### config.mk
export PLATFORM = sky130hd
export DESIGN_NAME = gas_valve_dosing_timer_top
export DESIGN_NICKNAME = d
export VERILOG_FILES = /design/src/hw/rtl/gvdt_pkg.sv /design/src/hw/rtl/gvdt_ctrl.sv /design/src/hw/rtl/gvdt_dp.sv /design/src/hw/rtl/gas_valve_dosing_timer_top.sv
export SDC_FILE = /design/constraint.sdc
export NUM_CORES = 1
export LEC_CHECK = 0
export BUFFER_PORTS_ARGS = -buffer_cell sky130_fd_sc_hd__buf_2
export CAP_MARGIN = 20
export CORE_MARGIN = 4
export CORE_UTILIZATION = 60
export DETAILED_ROUTE_END_ITERATION = 7
export GPL_ROUTABILITY_DRIVEN = 0
export PLACE_DENSITY = 0.78
export SKIP_LAST_GASP = 1
export SLEW_MARGIN = 15
export SYNTH_ARGS = -nofsm -noshare
export SYNTH_HDL_FRONTEND = slang
export SYNTH_SLANG_ARGS = --single-unit
### constraint.sdc
create_clock -name clk -period 24.9 [get_ports clk]
set_clock_uncertainty 0.2 [all_clocks]
set_input_delay 3.735 -clock clk [delete_from_list [all_inputs] [get_ports clk]]
set_output_delay 3.735 -clock clk [all_outputs]
set_load 0.05 [all_outputs]
### src/hw/rtl/gvdt_pkg.sv
`default_nettype none

package gvdt_pkg;

  // field widths
  localparam int unsigned O2W   = 14;
  localparam int unsigned CO2W  = 18;
  localparam int unsigned PRESW = 20;
  localparam int unsigned AIRTW = 16;
  localparam int unsigned GAINW = 16;
  localparam int unsigned TMRW  = 24;
  localparam int unsigned PRODW = CO2W + GAINW;

  // config port
  localparam int unsigned CFG_IDXW  = 3;
  localparam int unsigned CFG_DATAW = 20;

  localparam logic [CFG_IDXW-1:0] REG_CHAMBER_ENABLE   = 3'd0;
  localparam logic [CFG_IDXW-1:0] REG_O2_REFERENCE     = 3'd1;
  localparam logic [CFG_IDXW-1:0] REG_CO2_REFERENCE    = 3'd2;
  localparam logic [CFG_IDXW-1:0] REG_O2_SMALL_ERROR   = 3'd3;
  localparam logic [CFG_IDXW-1:0] REG_CO2_SMALL_ERROR  = 3'd4;
  localparam logic [CFG_IDXW-1:0] REG_PRESSURE_MIN     = 3'd5;
  localparam logic [CFG_IDXW-1:0] REG_AIR_OPEN_TIME_MS = 3'd6;

  // register reset values
  localparam logic [O2W-1:0]   RST_O2_REFERENCE     = 14'd2100;
  localparam logic [CO2W-1:0]  RST_CO2_REFERENCE    = 18'd50000;
  localparam logic [O2W-1:0]   RST_O2_SMALL_ERROR   = 14'd100;
  localparam logic [CO2W-1:0]  RST_CO2_SMALL_ERROR  = 18'd5000;
  localparam logic [PRESW-1:0] RST_PRESSURE_MIN     = 20'd100000;
  localparam logic [AIRTW-1:0] RST_AIR_OPEN_TIME_MS = 16'd1000;

  // default gains: dose gains Q8.8 ms per unit, air gains ms per unit of relative excess
  localparam logic [GAINW-1:0] DEF_O2_GAIN_LARGE  = 16'd2560;
  localparam logic [GAINW-1:0] DEF_O2_GAIN_SMALL  = 16'd1280;
  localparam logic [GAINW-1:0] DEF_CO2_GAIN_LARGE = 16'd64;
  localparam logic [GAINW-1:0] DEF_CO2_GAIN_SMALL = 16'd32;
  localparam logic [GAINW-1:0] DEF_AIR_GAIN_O2    = 16'd10000;
  localparam logic [GAINW-1:0] DEF_AIR_GAIN_CO2   = 16'd10000;

  typedef struct packed {
    logic             action;
    logic [O2W-1:0]   o2_level;
    logic [CO2W-1:0]  co2_level;
    logic [PRESW-1:0] chamber_pressure;
    logic             co2_sensor_ok;
  } in_t;

  typedef struct packed {
    logic o2_valve_open;
    logic co2_valve_open;
    logic air_valve_open;
  } out_t;

  // controller -> datapath
  typedef struct packed {
    logic load;      // capture input word, clear candidate times
    logic tick;      // count timers down
    logic gas;       // 0 O2, 1 CO2
    logic mul;       // register deficit/excess times gain
    logic dose;      // store dose time for selected gas
    logic div_init;  // load divider
    logic div_step;  // one quotient bit
    logic div_done;  // fold quotient into air time
    logic pres;      // fold low-pressure air time
    logic commit;    // candidate times -> timers
    logic out_load;  // capture valve flags
  } cmd_t;

  // datapath -> controller
  typedef struct packed {
    logic action;
    logic enable;
    logic above;
    logic below;
    logic div_last;
  } status_t;

  function automatic logic [TMRW-1:0] sat24(input logic [PRODW-1:0] v);
    logic [TMRW-1:0] r;
    r = (|v[PRODW-1:TMRW]) ? {TMRW{1'b1}} : v[TMRW-1:0];
    return r;
  endfunction

endpackage

`default_nettype wire

### src/hw/rtl/gvdt_ctrl.sv
`default_nettype none

module gvdt_ctrl (
  input  wire logic             clk,
  input  wire logic             rst,
  input  wire logic             in_valid,
  output logic                  in_stall,
  output logic                  out_valid,
  input  wire logic             out_stall,
  input  wire gvdt_pkg::status_t status,
  output gvdt_pkg::cmd_t        cmd
);

  localparam logic [3:0] S_IDLE   = 4'd0;
  localparam logic [3:0] S_DECODE = 4'd1;
  localparam logic [3:0] S_MUL    = 4'd2;
  localparam logic [3:0] S_EVAL   = 4'd3;
  localparam logic [3:0] S_DIV    = 4'd4;
  localparam logic [3:0] S_DIVEND = 4'd5;
  localparam logic [3:0] S_PRES   = 4'd6;
  localparam logic [3:0] S_COMMIT = 4'd7;
  localparam logic [3:0] S_RESULT = 4'd8;

  logic [3:0] state, state_next;
  logic       gas, gas_next;
  logic       out_valid_next;
  logic       out_free;

  assign in_stall = (state != S_IDLE);
  assign out_free = !out_valid || !out_stall;

  always_comb begin
    state_next     = state;
    gas_next       = gas;
    out_valid_next = out_valid && out_stall;
    cmd            = '0;
    cmd.gas        = gas;
    unique case (state)
      S_IDLE: begin
        if (in_valid) begin
          cmd.load   = 1'b1;
          state_next = S_DECODE;
        end
      end
      S_DECODE: begin
        if (!status.action) begin
          cmd.tick   = 1'b1;
          state_next = S_RESULT;
        end else if (!status.enable) begin
          state_next = S_RESULT;
        end else begin
          gas_next   = 1'b0;
          state_next = S_MUL;
        end
      end
      S_MUL: begin
        cmd.mul    = 1'b1;
        state_next = S_EVAL;
      end
      S_EVAL: begin
        if (status.above) begin
          cmd.div_init = 1'b1;
          state_next   = S_DIV;
        end else begin
          cmd.dose = status.below;
          gas_next = 1'b1;
          state_next = gas ? S_PRES : S_MUL;
        end
      end
      S_DIV: begin
        cmd.div_step = 1'b1;
        if (status.div_last) begin
          state_next = S_DIVEND;
        end
      end
      S_DIVEND: begin
        cmd.div_done = 1'b1;
        gas_next     = 1'b1;
        state_next   = gas ? S_PRES : S_MUL;
      end
      S_PRES: begin
        cmd.pres   = 1'b1;
        state_next = S_COMMIT;
      end
      S_COMMIT: begin
        cmd.commit = 1'b1;
        state_next = S_RESULT;
      end
      S_RESULT: begin
        if (out_free) begin
          cmd.out_load   = 1'b1;
          out_valid_next = 1'b1;
          state_next     = S_IDLE;
        end
      end
      default: begin
        state_next = S_IDLE;
      end
    endcase
  end

  always_ff @(posedge clk) begin
    if (rst) begin
      state     <= S_IDLE;
      gas       <= 1'b0;
      out_valid <= 1'b0;
    end else begin
      state     <= state_next;
      gas       <= gas_next;
      out_valid <= out_valid_next;
    end
  end

endmodule

`default_nettype wire

### src/hw/rtl/gvdt_dp.sv
`default_nettype none

module gvdt_dp #(
  parameter logic [gvdt_pkg::GAINW-1:0] O2_GAIN_LARGE  = gvdt_pkg::DEF_O2_GAIN_LARGE,
  parameter logic [gvdt_pkg::GAINW-1:0] O2_GAIN_SMALL  = gvdt_pkg::DEF_O2_GAIN_SMALL,
  parameter logic [gvdt_pkg::GAINW-1:0] CO2_GAIN_LARGE = gvdt_pkg::DEF_CO2_GAIN_LARGE,
  parameter logic [gvdt_pkg::GAINW-1:0] CO2_GAIN_SMALL = gvdt_pkg::DEF_CO2_GAIN_SMALL,
  parameter logic [gvdt_pkg::GAINW-1:0] AIR_GAIN_O2    = gvdt_pkg::DEF_AIR_GAIN_O2,
  parameter logic [gvdt_pkg::GAINW-1:0] AIR_GAIN_CO2   = gvdt_pkg::DEF_AIR_GAIN_CO2
) (
  input  wire logic                           clk,
  input  wire logic                           rst,
  input  wire logic                           cfg_we,
  input  wire logic [gvdt_pkg::CFG_IDXW-1:0]  cfg_index,
  input  wire logic [gvdt_pkg::CFG_DATAW-1:0] cfg_data,
  input  wire gvdt_pkg::in_t                  in_data,
  input  wire gvdt_pkg::cmd_t                 cmd,
  output gvdt_pkg::status_t                   status,
  output gvdt_pkg::out_t                      out_data
);

  localparam int unsigned O2W   = gvdt_pkg::O2W;
  localparam int unsigned CO2W  = gvdt_pkg::CO2W;
  localparam int unsigned PRESW = gvdt_pkg::PRESW;
  localparam int unsigned AIRTW = gvdt_pkg::AIRTW;
  localparam int unsigned GAINW = gvdt_pkg::GAINW;
  localparam int unsigned TMRW  = gvdt_pkg::TMRW;
  localparam int unsigned PRODW = gvdt_pkg::PRODW;
  localparam int unsigned CNTW  = $clog2(PRODW);
  localparam logic [CNTW-1:0] CNT_LAST = CNTW'(PRODW - 1);

  // config registers
  logic             chamber_enable;
  logic [O2W-1:0]   o2_reference;
  logic [CO2W-1:0]  co2_reference;
  logic [O2W-1:0]   o2_small_error;
  logic [CO2W-1:0]  co2_small_error;
  logic [PRESW-1:0] pressure_min;
  logic [AIRTW-1:0] air_open_time_ms;

  always_ff @(posedge clk) begin
    if (rst) begin
      chamber_enable   <= 1'b0;
      o2_reference     <= gvdt_pkg::RST_O2_REFERENCE;
      co2_reference    <= gvdt_pkg::RST_CO2_REFERENCE;
      o2_small_error   <= gvdt_pkg::RST_O2_SMALL_ERROR;
      co2_small_error  <= gvdt_pkg::RST_CO2_SMALL_ERROR;
      pressure_min     <= gvdt_pkg::RST_PRESSURE_MIN;
      air_open_time_ms <= gvdt_pkg::RST_AIR_OPEN_TIME_MS;
    end else if (cfg_we) begin
      unique case (cfg_index)
        gvdt_pkg::REG_CHAMBER_ENABLE:   chamber_enable   <= cfg_data[0];
        gvdt_pkg::REG_O2_REFERENCE:     o2_reference     <= cfg_data[O2W-1:0];
        gvdt_pkg::REG_CO2_REFERENCE:    co2_reference    <= cfg_data[CO2W-1:0];
        gvdt_pkg::REG_O2_SMALL_ERROR:   o2_small_error   <= cfg_data[O2W-1:0];
        gvdt_pkg::REG_CO2_SMALL_ERROR:  co2_small_error  <= cfg_data[CO2W-1:0];
        gvdt_pkg::REG_PRESSURE_MIN:     pressure_min     <= cfg_data[PRESW-1:0];
        gvdt_pkg::REG_AIR_OPEN_TIME_MS: air_open_time_ms <= cfg_data[AIRTW-1:0];
        default: ;
      endcase
    end
  end

  // captured input word
  gvdt_pkg::in_t word;

  always_ff @(posedge clk) begin
    if (cmd.load) begin
      word <= in_data;
    end
  end

  // selected gas
  logic [CO2W-1:0]  level, ref_lvl, small_err, diff;
  logic [GAINW-1:0] gain;
  logic             above, below;

  always_comb begin
    level     = cmd.gas ? word.co2_level : CO2W'(word.o2_level);
    ref_lvl   = cmd.gas ? co2_reference : CO2W'(o2_reference);
    small_err = cmd.gas ? co2_small_error : CO2W'(o2_small_error);
    above     = level > ref_lvl;
    below     = level < ref_lvl;
    diff      = above ? (level - ref_lvl) : (ref_lvl - level);
    if (above) begin
      gain = cmd.gas ? AIR_GAIN_CO2 : AIR_GAIN_O2;
    end else if (diff < small_err) begin
      gain = cmd.gas ? CO2_GAIN_SMALL : O2_GAIN_SMALL;
    end else begin
      gain = cmd.gas ? CO2_GAIN_LARGE : O2_GAIN_LARGE;
    end
  end

  logic [PRODW-1:0] prod;

  always_ff @(posedge clk) begin
    if (cmd.mul) begin
      prod <= PRODW'(diff) * PRODW'(gain);
    end
  end

  // restoring divider, one quotient bit per cycle; divisor is the level (>= 1 when above)
  logic [PRODW-1:0] quo;
  logic [CO2W-1:0]  rem;
  logic [CNTW-1:0]  cnt;
  logic [CO2W:0]    shifted, trial;

  assign shifted = {rem, quo[PRODW-1]};
  assign trial   = shifted - {1'b0, level};

  always_ff @(posedge clk) begin
    if (cmd.div_init) begin
      quo <= prod;
      rem <= '0;
      cnt <= '0;
    end else if (cmd.div_step) begin
      cnt <= cnt + CNTW'(1);
      if (!trial[CO2W]) begin
        rem <= trial[CO2W-1:0];
        quo <= {quo[PRODW-2:0], 1'b1};
      end else begin
        rem <= shifted[CO2W-1:0];
        quo <= {quo[PRODW-2:0], 1'b0};
      end
    end
  end

  // candidate times and timers
  logic [TMRW-1:0] new_o2, new_co2, new_air;
  logic [TMRW-1:0] o2_time_left, co2_time_left, air_time_left;
  logic [TMRW-1:0] dose_t, div_t, pres_t;

  assign dose_t = gvdt_pkg::sat24(PRODW'(prod[PRODW-1:8]));
  assign div_t  = gvdt_pkg::sat24(quo);
  assign pres_t = TMRW'(air_open_time_ms);

  always_ff @(posedge clk) begin
    if (rst) begin
      o2_time_left  <= '0;
      co2_time_left <= '0;
      air_time_left <= '0;
    end else if (cmd.tick) begin
      o2_time_left  <= (o2_time_left != '0) ? o2_time_left - TMRW'(1) : '0;
      co2_time_left <= (co2_time_left != '0) ? co2_time_left - TMRW'(1) : '0;
      air_time_left <= (air_time_left != '0) ? air_time_left - TMRW'(1) : '0;
    end else if (cmd.commit) begin
      o2_time_left  <= new_o2;
      co2_time_left <= new_co2;
      air_time_left <= new_air;
    end
  end

  always_ff @(posedge clk) begin
    if (cmd.load) begin
      new_o2  <= '0;
      new_co2 <= '0;
      new_air <= '0;
    end else if (cmd.dose) begin
      if (cmd.gas) begin
        new_co2 <= dose_t;
      end else begin
        new_o2 <= dose_t;
      end
    end else if (cmd.div_done) begin
      if (div_t > new_air) begin
        new_air <= div_t;
      end
    end else if (cmd.pres) begin
      if ((word.chamber_pressure < pressure_min) && (pres_t > new_air)) begin
        new_air <= pres_t;
      end
    end
  end

  always_ff @(posedge clk) begin
    if (cmd.out_load) begin
      out_data.o2_valve_open  <= chamber_enable && (o2_time_left != '0);
      out_data.co2_valve_open <= chamber_enable && (co2_time_left != '0) && word.co2_sensor_ok;
      out_data.air_valve_open <= chamber_enable && (air_time_left != '0);
    end
  end

  assign status.action   = word.action;
  assign status.enable   = chamber_enable;
  assign status.above    = above;
  assign status.below    = below;
  assign status.div_last = (cnt == CNT_LAST);

endmodule

`default_nettype wire

### src/hw/rtl/gas_valve_dosing_timer_top.sv
`default_nettype none

// Gas valve dosing timer. Each input word is either a 1 ms tick (action 0) or a
// measurement set (action 1); every word yields exactly one output word with the
// O2, CO2 and air valve flags after that word's update. A tick, or a measurement
// while the chamber is disabled, passes through accept, decode and result. A
// measurement with the chamber enabled runs a multiply and an evaluate step
// per gas, plus a division when the gas is above reference (the
// relative-excess division runs through a shared restoring divider at one
// quotient bit per cycle, 34 bits), then the pressure check, commit and result.
// The divider sets the worst case. One word is in work at a time; the output
// register lets the block take the next input while a result waits on stall.
// Config writes (cfg_we/cfg_index/cfg_data) belong in idle periods only.
module gas_valve_dosing_timer_top #(
  parameter logic [gvdt_pkg::GAINW-1:0] O2_GAIN_LARGE  = gvdt_pkg::DEF_O2_GAIN_LARGE,
  parameter logic [gvdt_pkg::GAINW-1:0] O2_GAIN_SMALL  = gvdt_pkg::DEF_O2_GAIN_SMALL,
  parameter logic [gvdt_pkg::GAINW-1:0] CO2_GAIN_LARGE = gvdt_pkg::DEF_CO2_GAIN_LARGE,
  parameter logic [gvdt_pkg::GAINW-1:0] CO2_GAIN_SMALL = gvdt_pkg::DEF_CO2_GAIN_SMALL,
  parameter logic [gvdt_pkg::GAINW-1:0] AIR_GAIN_O2    = gvdt_pkg::DEF_AIR_GAIN_O2,
  parameter logic [gvdt_pkg::GAINW-1:0] AIR_GAIN_CO2   = gvdt_pkg::DEF_AIR_GAIN_CO2
) (
  input  wire logic                           clk,
  input  wire logic                           rst,
  // config write port
  input  wire logic                           cfg_we,
  input  wire logic [gvdt_pkg::CFG_IDXW-1:0]  cfg_index,
  input  wire logic [gvdt_pkg::CFG_DATAW-1:0] cfg_data,
  // input words
  input  wire logic                           in_valid,
  output logic                                in_stall,
  input  wire gvdt_pkg::in_t                  in_data,
  // output words
  output logic                                out_valid,
  input  wire logic                           out_stall,
  output gvdt_pkg::out_t                      out_data
);

  gvdt_pkg::cmd_t    cmd;
  gvdt_pkg::status_t status;

  // sequencer: accept, decode, per-gas multiply / divide steps, pressure, commit, output
  gvdt_ctrl u_ctrl (
    .clk       (clk),
    .rst       (rst),
    .in_valid  (in_valid),
    .in_stall  (in_stall),
    .out_valid (out_valid),
    .out_stall (out_stall),
    .status    (status),
    .cmd       (cmd)
  );

  // config registers, timers, multiplier, divider, output flags
  gvdt_dp #(
    .O2_GAIN_LARGE  (O2_GAIN_LARGE),
    .O2_GAIN_SMALL  (O2_GAIN_SMALL),
    .CO2_GAIN_LARGE (CO2_GAIN_LARGE),
    .CO2_GAIN_SMALL (CO2_GAIN_SMALL),
    .AIR_GAIN_O2    (AIR_GAIN_O2),
    .AIR_GAIN_CO2   (AIR_GAIN_CO2)
  ) u_dp (
    .clk       (clk),
    .rst       (rst),
    .cfg_we    (cfg_we),
    .cfg_index (cfg_index),
    .cfg_data  (cfg_data),
    .in_data   (in_data),
    .cmd       (cmd),
    .status    (status),
    .out_data  (out_data)
  );

endmodule

`default_nettype wire
==> impl_metrics.tcl, run 1 <==
set metrics [dict create \
    status "finished clean" \
    use_met1 0.378 \
    hold_class "register to register" \
    syn_avg_cell_area_um2 8.72 \
    dp_cells 3614 \
    max_freq_mhz 73.8 \
    combPwrFrac 0.621 \
    p_seq_frac 0.212 \
    area_delta_synth_final_pct 8.36 \
    synth_edf_count 121 \
    grtUsageMet2 0.466 \
    tns_ns 0 \
    die_area_um2 48000 \
    grt_pass1_wl_mm 112 \
    coreArea_um2 44100 \
    cts_tree "built" \
    fin_hold_ws_ns 0.253 \
    synth_flop_cell "dfxtp_1" \
    vias 22500 \
    syn-cell-area_um2 26700 \
    grt-ovfl-total 0 \
    cp-start-kind "register" \
    p_int_uw 2180 \
    rows 77 \
    drt_pass1_iterations 5 \
    design_area_um2 29000 \
    ctsResizeCount 0 \
    post_drt_via_cell_ratio 6.09 \
    synthDistinctLibCells 75 \
    hold_viol 0 \
    clk_pin_slew_ns 0.06 \
    clock-sinks 396 \
    drt_iter0_drc 2020 \
    yosys_warnings 0 \
    cts_hold_buf 0 \
    clk_latency_ns 0.59 \
    p_sw_uw 1640 \
    rsz0062_at_grt "no" \
    critical_path_class "register to register" \
    post-cts-setup-buffer-count 0 \
    yosysTopAreaCell "dfxtp_1" \
    critPathRequiredTime_ns 25.02 \
    critical_path.slowest_cell "o311ai_1" \
    clkPwrFrac 0.166 \
    grtUsageMet3 0.0566 \
    reg2reg_setup_slack_ns 11.35 \
    crit_path_max_fanout 58 \
    synth_nets 3515 \
    p_leak_uw 0.0124 \
    fin_cells 3696 \
    syn_inst 3064 \
    switching_share 0.430 \
    timing.final.crit_share 0.544 \
    grt_pass1_vias 21800 \
    num_io_pins 87 \
    grt_max_degree 107 \
    arrival_ns 13.66 \
    max_slew_margin 0.251 \
    r2r_cells 37 \
    port_buffers 86 \
    final_nets 3520 \
    maxCapViolations 0 \
    yosysTopAreaCellShare 0.206 \
    final_layout_size_suffix_gt1_frac 0.0776 \
    initial_core_util 0.606 \
    worst_pin_slew_ns 1.12 \
    vdd_ir_drop_max_uv 279 \
    hpwlAfterDp_mm 51.8 \
    cts_buffers 43 \
    max_stage_delay_ns 0.89 \
    cts-root-buf "clkbuf_16" \
    synth_area_leaders "dfxtp_1 21%, edfxtp_1 14%, ha_1 13%, fa_1 7.3%, nand2_1 6.0%" \
    drc 0 \
    whs_endpoint "u_dp.o2_small_error[0]" \
    yosys_register_bits 396 \
    holdPathStages 2 \
    globalRoute.busiestLayer "met2" \
    clock_path_buffers 3 \
    fp.dieW_um 219 \
    n_antenna_cell 0 \
    grt_usage 0.287 \
    antenna_found_initial 0 \
    antenna_left 0 \
    fin_crit_ns 13.55 \
    die_height_um 219 \
    setup_viol 0 \
    worst_setup_path_end_kind "register" \
    postSynth.asyncResetShare 0 \
    wl_per_cell_um 19.0 \
    slew_viol_final 0 \
    htreeDepth 2 \
    placed_area_um2 27500 \
    min_from "u_dp.o2_small_error[0]" \
    seq_area_frac_synth 0.342 \
    drt_wl_total_mm 70.2 \
    r2r_end "u_dp.prod[31]" \
    power_density_nw_per_um2 132 \
    r2r_start "u_ctrl.gas" \
]
[metal layers]
layer / share of wire / wire length, µm / vias up
met2: 0.47 / 32800 / 892
met5: 0 / 0 / -
met1: 0.41 / 28800 / 10700
met3: 0.082 / 5730 / 190
li1: - / - / 10700
met4: 0.042 / 2930 / 0
[layout by cell type (no fill, tap or decap), drive strengths merged, types with 23 or more instances in the layout]
| cell type | count |
|---|---|
| nand2 | 431 |
| nor2 | 345 |
| dfxtp | 275 |
| ha | 272 |
| inv | 223 |
| a21oi | 201 |
| edfxtp | 121 |
| o21ai | 117 |
| buf | 114 |
| mux2i | 104 |
| fa | 97 |
| a211oi | 74 |
| clkbuf | 67 |
| nor3 | 64 |
| a21o | 50 |
| xnor2 | 41 |
| nand3 | 38 |
| or2 | 32 |
| xor2 | 32 |
| a22oi | 29 |
| nand3b | 28 |
| nand4 | 25 |
| nor4 | 23 |
[metrics by stage]
step,util,setup WS (ns),power [µW]
6_report,0.656,11.35,3820
5_1_grt,0.656,10.49,4220
4_1_cts,0.656,11.63,3830
3_5_place_dp,0.624,11.72,3160
3_3_place_gp,0.624,12.16,3100
2_1_floorplan,-,13.58,2670
[state kept, by name, indices dropped and copies added, names as in the netlist]
name,flops
u_dp.out_data,3
u_dp.air_open_time_ms,16
u_ctrl.gas,1
u_dp.chamber_enable,1
u_dp.co2_small_error,18
u_dp.quo,34
u_ctrl.state,4
u_dp.air_time_left,24
u_dp.new_o2,24
u_dp.o2_time_left,24
u_dp.co2_time_left,24
u_dp.prod,30
u_dp.co2_reference,18
u_dp.new_co2,24
u_dp.rem,18
u_ctrl.out_valid,1
u_dp.o2_small_error,14
u_dp.o2_reference,14
u_dp.status,1
u_dp.word,53
u_dp.cnt,6
u_dp.new_air,24
u_dp.pressure_min,20
[cells in the mapped netlist, drive strengths merged (18+ instances only)]
library cell / number
nor2: 345
a21o: 50
and3: 19
nand3b: 28
a22oi: 29
o21ai: 117
a21oi: 201
xor2: 32
nand2: 431
nand2b: 22
dfxtp: 275
or3: 21
nand4: 25
xnor2: 41
fa: 97
edfxtp: 121
clkbuf: 125
inv: 222
nand3: 38
or2: 32
nor2b: 18
mux2i: 104
buf: 29
a211oi: 74
nor4: 23
nor3: 64
ha: 272
[layout make-up]
cell class	count	area, µm²
clock buffer	67	1280
clock inverter	13	130
fill	3624	15200
inverter	222	835
multi-input combinational	2292	16200
sequential	396	9140
tap	592	741
timing repair buffer	114	647
[cells by family (layout without fill, tap and decap cells)]
group,count (synthesis),after routing,share of synthesized area
AO/OA/AOI/OAI,637,637,0.153
AND/OR/NAND/NOR,1104,1104,0.185
multiplexers,109,109,0.0411
XOR/XNOR,73,73,0.0239
adder cells (fa/ha/maj),369,369,0.200
flip-flops,396,396,0.342
buffers and inverters,376,416,0.0548
[worst max path at each step]
stage	from	slack, ns	to
global placement	u_ctrl.gas	12.16	u_dp.prod[31]
floorplan	u_ctrl.gas	13.58	u_dp.prod[31]
CTS	u_ctrl.gas	11.63	u_dp.prod[31]
finish	u_ctrl.gas	11.35	u_dp.prod[31]
global route	u_ctrl.gas	10.49	u_dp.prod[31]
detailed placement	u_ctrl.gas	11.72	u_dp.prod[31]
[worst max-delay path, delay by kind of cell, from the launching register on]
kind	cells	cell delay, ns
fa+ha+maj	9	3.58
buf+inv	4	1.46
simple gates	6	1.68
flops	1	0.33
xor+xnor	1	0.53
compound gates	15	4.87
mux	2	0.56
[power by group through the flow]
stage               Sequential (µW)  Combinational, µW  Clock [µW]
floorplan                       820               1850           0
detailed placement              824               2330           0
global route                    813               2730         671
finish                          811               2380         637
global placement                823               2270           0
CTS                             811               2380         644
Note: power is estimated with default switching activity, not from simulation.
==> run 2: changes to the inputs <==
- ABC_AREA: not set -> 1
- clock period: 24.9 -> 13.6 ns (I/O delays scaled with it)
==> run 2 against run 1 <==
  * The flow now finishes with violations (DRC)
  * Via count increased by 6.0%
  * Synthesized cell count rose by 17%
  * Register-to-register slack lost 8.2 ns
  * Die area increased by 2.4%
  * Sequential share of layout area decreased by 0.77 points
  * Worst setup slack got worse by 8.2 ns
  * Core utilization down 0.082 points
  * Critical path depth rose by 10
  * Global-route usage is essentially flat
  * Non-clock buffer count is 7 lower
  * Cell count increased by 15%
  * Routed wire length grew 3.6%
  * Critical path type unchanged
==> impl_metrics.tcl, run 2 <==
set metrics [dict create \
    cts_hold_buf 0 \
    slew_viol_final 0 \
    clock_path_buffers 3 \
    max_stage_delay_ns 0.62 \
    syn_inst 3590 \
    arrival_ns 10.63 \
    hpwlAfterDp_mm 54.5 \
    grt_max_degree 121 \
    cts-root-buf "clkbuf_16" \
    cts_buffers 43 \
    ctsResizeCount 0 \
    antenna_found_initial 2 \
    drc 2 \
    grt_usage 0.287 \
    hold_viol 0 \
    yosysTopAreaCell "dfxtp_1" \
    final_layout_size_suffix_gt1_frac 0.0765 \
    synth_area_leaders "dfxtp_1 20%, edfxtp_1 13%, ha_1 12%, nand2_1 9.6%, fa_1 7.1%" \
    maxCapViolations 0 \
    port_buffers 86 \
    vias 23900 \
    worst_setup_path_end_kind "register" \
    grt-ovfl-total 0 \
    post_drt_via_cell_ratio 5.62 \
    critPathRequiredTime_ns 13.74 \
    rsz0062_at_grt "no" \
    fin_crit_ns 10.49 \
    crit_path_max_fanout 50 \
    synthDistinctLibCells 50 \
    setup_viol 0 \
    timing.final.crit_share 0.771 \
    wl_per_cell_um 17.1 \
    initial_core_util 0.605 \
    htreeDepth 2 \
    violations "DRC" \
    layout_common_cells "704 x nand2_1, 490 x nor2_1, 417 x inv_1" \
    top_register "u_dp.word" \
    yosys_warnings 0 \
    cts_tree "built" \
    synth_flop_cell "dfxtp_1" \
    antenna_left 0 \
    seq_area_frac_synth 0.334 \
    grt_pass1_vias 22400 \
    clk_latency_ns 0.60 \
    final_nets 4063 \
    drt_pass1_iterations 8 \
    post-cts-setup-buffer-count 0 \
    synth_nets 4041 \
    yosysMostFrequentCell "nand2_1" \
    cp-start-kind "register" \
    clk_pin_slew_ns 0.07 \
    largest_register_ffs 53 \
    status "complete, but fails checks" \
    syn-cell-area_um2 27400 \
    postSynth.asyncResetShare 0 \
    cpMostUsedCell "nand2_1" \
    critical_path.slowest_cell "dfxtp_2" \
    area_delta_synth_final_pct 8.39 \
    num_io_pins 87 \
    yosys_register_bits 396 \
    clock-sinks 396 \
    hold_class "register to register" \
    fp.dieW_um 222 \
    synth_edf_count 121 \
    yosysTopAreaCellShare 0.201 \
    rows 78 \
    die_height_um 222 \
    tns_ns 0 \
    max_slew_margin 0.251 \
    drt_wl_total_mm 72.7 \
    grt_pass1_wl_mm 116 \
    die_area_um2 49100 \
    max_freq_mhz 95.4 \
    coreArea_um2 45300 \
    syn_avg_cell_area_um2 7.63 \
    reg_top3 "u_dp.word x53, u_dp.quo x34, u_dp.prod x30" \
    yosys-top-cells-count "704 x nand2_1, 493 x nor2_1, 419 x inv_1, 321 x o21ai_0, 275 x dfxtp_1" \
    critical_path_class "register to register" \
    worst_pin_slew_ns 1.12 \
    drt_iter0_drc 2177 \
    layout_commonest_cell "nand2_1" \
]
==> run 2: cell count changes in the layout (fill, tap and decap cells not counted), moves of 20 or more <==
cell / previous run / this run
nand2_1: 430 / 704
mux2i_1: 104 / 13
xor2_1: 32 / 77
nand3_1: 38 / 142
a22oi_1: 29 / 0
inv_1: 221 / 417
a21oi_1: 200 / 231
nor2_1: 342 / 490
or3_1: 20 / 0
a21o_1: 50 / 11
a211oi_1: 74 / 3
o21ai_0: 107 / 321
nand2b_1: 21 / 0
==> run 2: area by class of cell <==
type / count / area, µm²
clock buffers: 55 / 1210
repair buffers: 107 / 588
diodes: 2 / 5.00
clock inverters: 25 / 289
flip-flops and latches: 396 / 9140
multi-input cells: 2628 / 16100
fillers: 3948 / 15600
well taps: 600 / 751
inverters: 436 / 1640
==> run 2: cell families (layout without fill, tap and decap cells) <==
family,Yosys count,after routing,share of synthesized area
buffers and inverters,566,623,0.0806
AOI/OAI and AO/OA,631,631,0.123
xor gates and xnor gates,113,113,0.0361
DFF,396,396,0.334
muxes,13,13,0.00475
other,0,2,0
and+or+nand+nor,1502,1502,0.227
adders and majority gates,369,369,0.195
==> run 2: final timing paths <==
check | depth (start not counted) | slack (ns) | end | from
min reg2reg | 2 | 0.26 | u_dp.pressure_min[1] | u_dp.pressure_min[1]
max reg2reg | 47 | 3.11 | u_dp.prod[25] | u_ctrl.gas
max | 47 | 3.11 | u_dp.prod[25] | u_ctrl.gas
min | 2 | 0.26 | u_dp.pressure_min[1] | u_dp.pressure_min[1]
==> run 2: through the flow <==
stage,setup WS [ns],hold slack [ns],cell area [µm²],utilization,cells
2_1_floorplan,4.80,0.221,27400,-,3590
3_3_place_gp,3.42,0.236,28200,0.622,4167
3_5_place_dp,3.24,0.240,28200,0.622,4167
4_1_cts,3.19,0.255,29700,0.655,4247
5_1_grt,2.41,0.281,29700,0.655,4249
6_report,3.11,0.256,29700,0.655,4249
==> run 2: metal layers <==
metal	vias up	global-route usage	part of all wire
li1	11700	-	-
met5	-	0	0
met2	886	0.444	0.44
met4	0	0.142	0.053
met1	11100	0.390	0.43
met3	187	0.0512	0.079
==> run 2: worst max-delay path, delay by kind of cell (launching register included) <==
kind | cells | cell delay (ns)
DFF | 1 | 0.62
buffers and inverters | 8 | 1.21
adders and majority gates | 10 | 3.66
and+or+nand+nor | 20 | 3.00
AOI/OAI and AO/OA | 9 | 1.50
Power of run 2 is not shown: default switching activity piles up to over one toggle a cycle in this logic, so the estimate is an artifact.
==> run 3: changes to the inputs <==
- ABC_AREA: 1 -> 0
- clock period: 13.6 -> 10.5 ns (I/O delays scaled with it)
==> run 3 against run 2 <==
  * The run now ends clean
  * Sequential share of layout area barely moved
  * Core utilization rose by 1.7 points
  * Flip-flop and latch count did not move
  * Global-route usage rose by 0.82 points
  * Count of clock-buffer cells in the layout rose by 11
  * Worst setup slack got worse by 2.7 ns
  * Highest routed layer unchanged
  * Fmax rose by 3.7%
  * Cell count fell by 12%
  * Non-clock buffer count rose by 63
  * Critical path depth fell by 8
  * Hold slack barely moved
  * Routed wire length rose by 0.52%
==> impl_metrics.tcl, run 3 (same netlist as run 1, synthesis figures left out) <==
set metrics [dict create \
    status "finished clean" \
    power.total_uw 9280 \
    cts-root-buf "clkbuf_16" \
    worst_setup_path_end_kind "register" \
    timing.final.crit_share 0.963 \
    max_slew_margin 0.159 \
    grt_pass1_wl_mm 115 \
    num_io_pins 87 \
    crit_path_max_fanout 11 \
    design_area_um2 29700 \
    layout_common_cells "430 x nand2_1, 340 x nor2_1, 274 x dfxtp_1" \
    max_stage_delay_ns 0.53 \
    grt-ovfl-total 0 \
    vdd_ir_drop_max_uv 538 \
    wl_per_cell_um 19.5 \
    vias 23200 \
    drc 0 \
    cts_tree "built" \
    top_register "u_dp.word" \
    worst_pin_slew_ns 1.25 \
    cp-start-kind "register" \
    fin_ws_ns 0.388 \
    fp.dieW_um 219 \
    die_height_um 219 \
    clk_pin_slew_ns 0.06 \
    hpwlAfterDp_mm 53.7 \
    area_delta_synth_final_pct 11.0 \
    rows 77 \
    grt_max_degree 103 \
    cts_hold_buf 0 \
    setup_viol 0 \
    clk_latency_ns 0.58 \
    drt_iter0_drc 2303 \
    arrival_ns 10.24 \
    final_layout_size_suffix_gt1_frac 0.110 \
    p_leak_uw 0.0127 \
    grt_pass1_vias 22200 \
    htreeDepth 2 \
    reg_top3 "u_dp.word x53, u_dp.quo x34, u_dp.prod x30" \
    coreArea_um2 44100 \
    antenna_left 0 \
    power_density_nw_per_um2 313 \
    utilization 0.672 \
    layout_commonest_cell "nand2_1" \
    cts_buffers 42 \
    port_buffers 86 \
    drt_wl_total_mm 73.1 \
    post_drt_via_cell_ratio 6.19 \
    clock-sinks 396 \
    critPathRequiredTime_ns 10.62 \
    largest_register_ffs 53 \
    maxCapViolations 0 \
    hold_class "register to register" \
    critical_path.slowest_cell "fa_1" \
    drt_pass1_iterations 8 \
    placed_area_um2 28000 \
    grt_usage 0.295 \
    fin_crit_ns 10.11 \
    place_ws_ns -0.196 \
    antenna_found_initial 0 \
    final_nets 3575 \
    die_area_um2 48000 \
    max_freq_mhz 98.9 \
    clock_path_buffers 3 \
    initial_core_util 0.606 \
    critical_path_class "register to register" \
    slew_viol_final 0 \
    hold_viol 0 \
]
-- run 3: path summary, 6_finish.rpt --
| kind | cells past startpoint | slack [ns] | to | from |
|---|---|---|---|---|
| min | 2 | 0.26 | u_dp.pressure_min[2] | u_dp.pressure_min[2] |
| max reg2reg | 39 | 0.39 | u_dp.prod[31] | u_ctrl.gas |
| min reg2reg | 2 | 0.26 | u_dp.pressure_min[2] | u_dp.pressure_min[2] |
| max | 39 | 0.39 | u_dp.prod[31] | u_ctrl.gas |
-- run 3: worst max-delay path, delay by kind of cell (launching register included) --
family	cells	cell delay, ns
buffers and inverters	7	1.04
XOR/XNOR	1	0.19
flip-flops	1	0.41
AND/OR/NAND/NOR	5	0.88
AO/OA/AOI/OAI	15	3.08
adder cells (fa/ha/maj)	9	3.57
multiplexers	2	0.48
-- run 3: timing repair --
action                     4_1_cts  5_1_grt
pin swaps                        0       15
setup endpoints to repair        6       16
buffers inserted                 0        4
cloned                           0        1
gates resized for setup          7       62
-- run 3: through the flow --
step	cells	TNS, ns	hold slack, ns
after floorplan	3064	0	0.233
after global placement	3665	0	0.241
after detailed placement	3666	-0.362	0.247
after CTS	3744	0	0.255
after global routing	3750	-0.192	0.272
final	3751	0	0.256
-- run 3: report_power, final --
| group | switching (µW) | leakage [µW] | internal, µW |
|---|---|---|---|
| Clock | 632 | 0.000667 | 838 |
| Sequential | 35.5 | 0.00335 | 1890 |
| Combinational | 3360 | 0.00868 | 2520 |
-- run 3: final cells by class --
| type | count | area, µm² |
|---|---|---|
| diodes | 1 | 2.50 |
| clock buffers | 66 | 1230 |
| clock inverters | 12 | 125 |
| fillers | 3429 | 14500 |
| inverters | 222 | 835 |
| multi-input cells | 2292 | 16500 |
| flip-flops and latches | 396 | 9140 |
| well taps | 592 | 741 |
| repair buffers | 170 | 1110 |
-- run 3: routing by layer --
metal | routed length [µm] | global-route usage | up-vias
met5 | 0 | 0 | -
met1 | 29400 | 0.393 | 11100
met2 | 34000 | 0.476 | 1041
met4 | 3640 | 0.133 | 0
met3 | 6100 | 0.0469 | 242
li1 | - | - | 10800
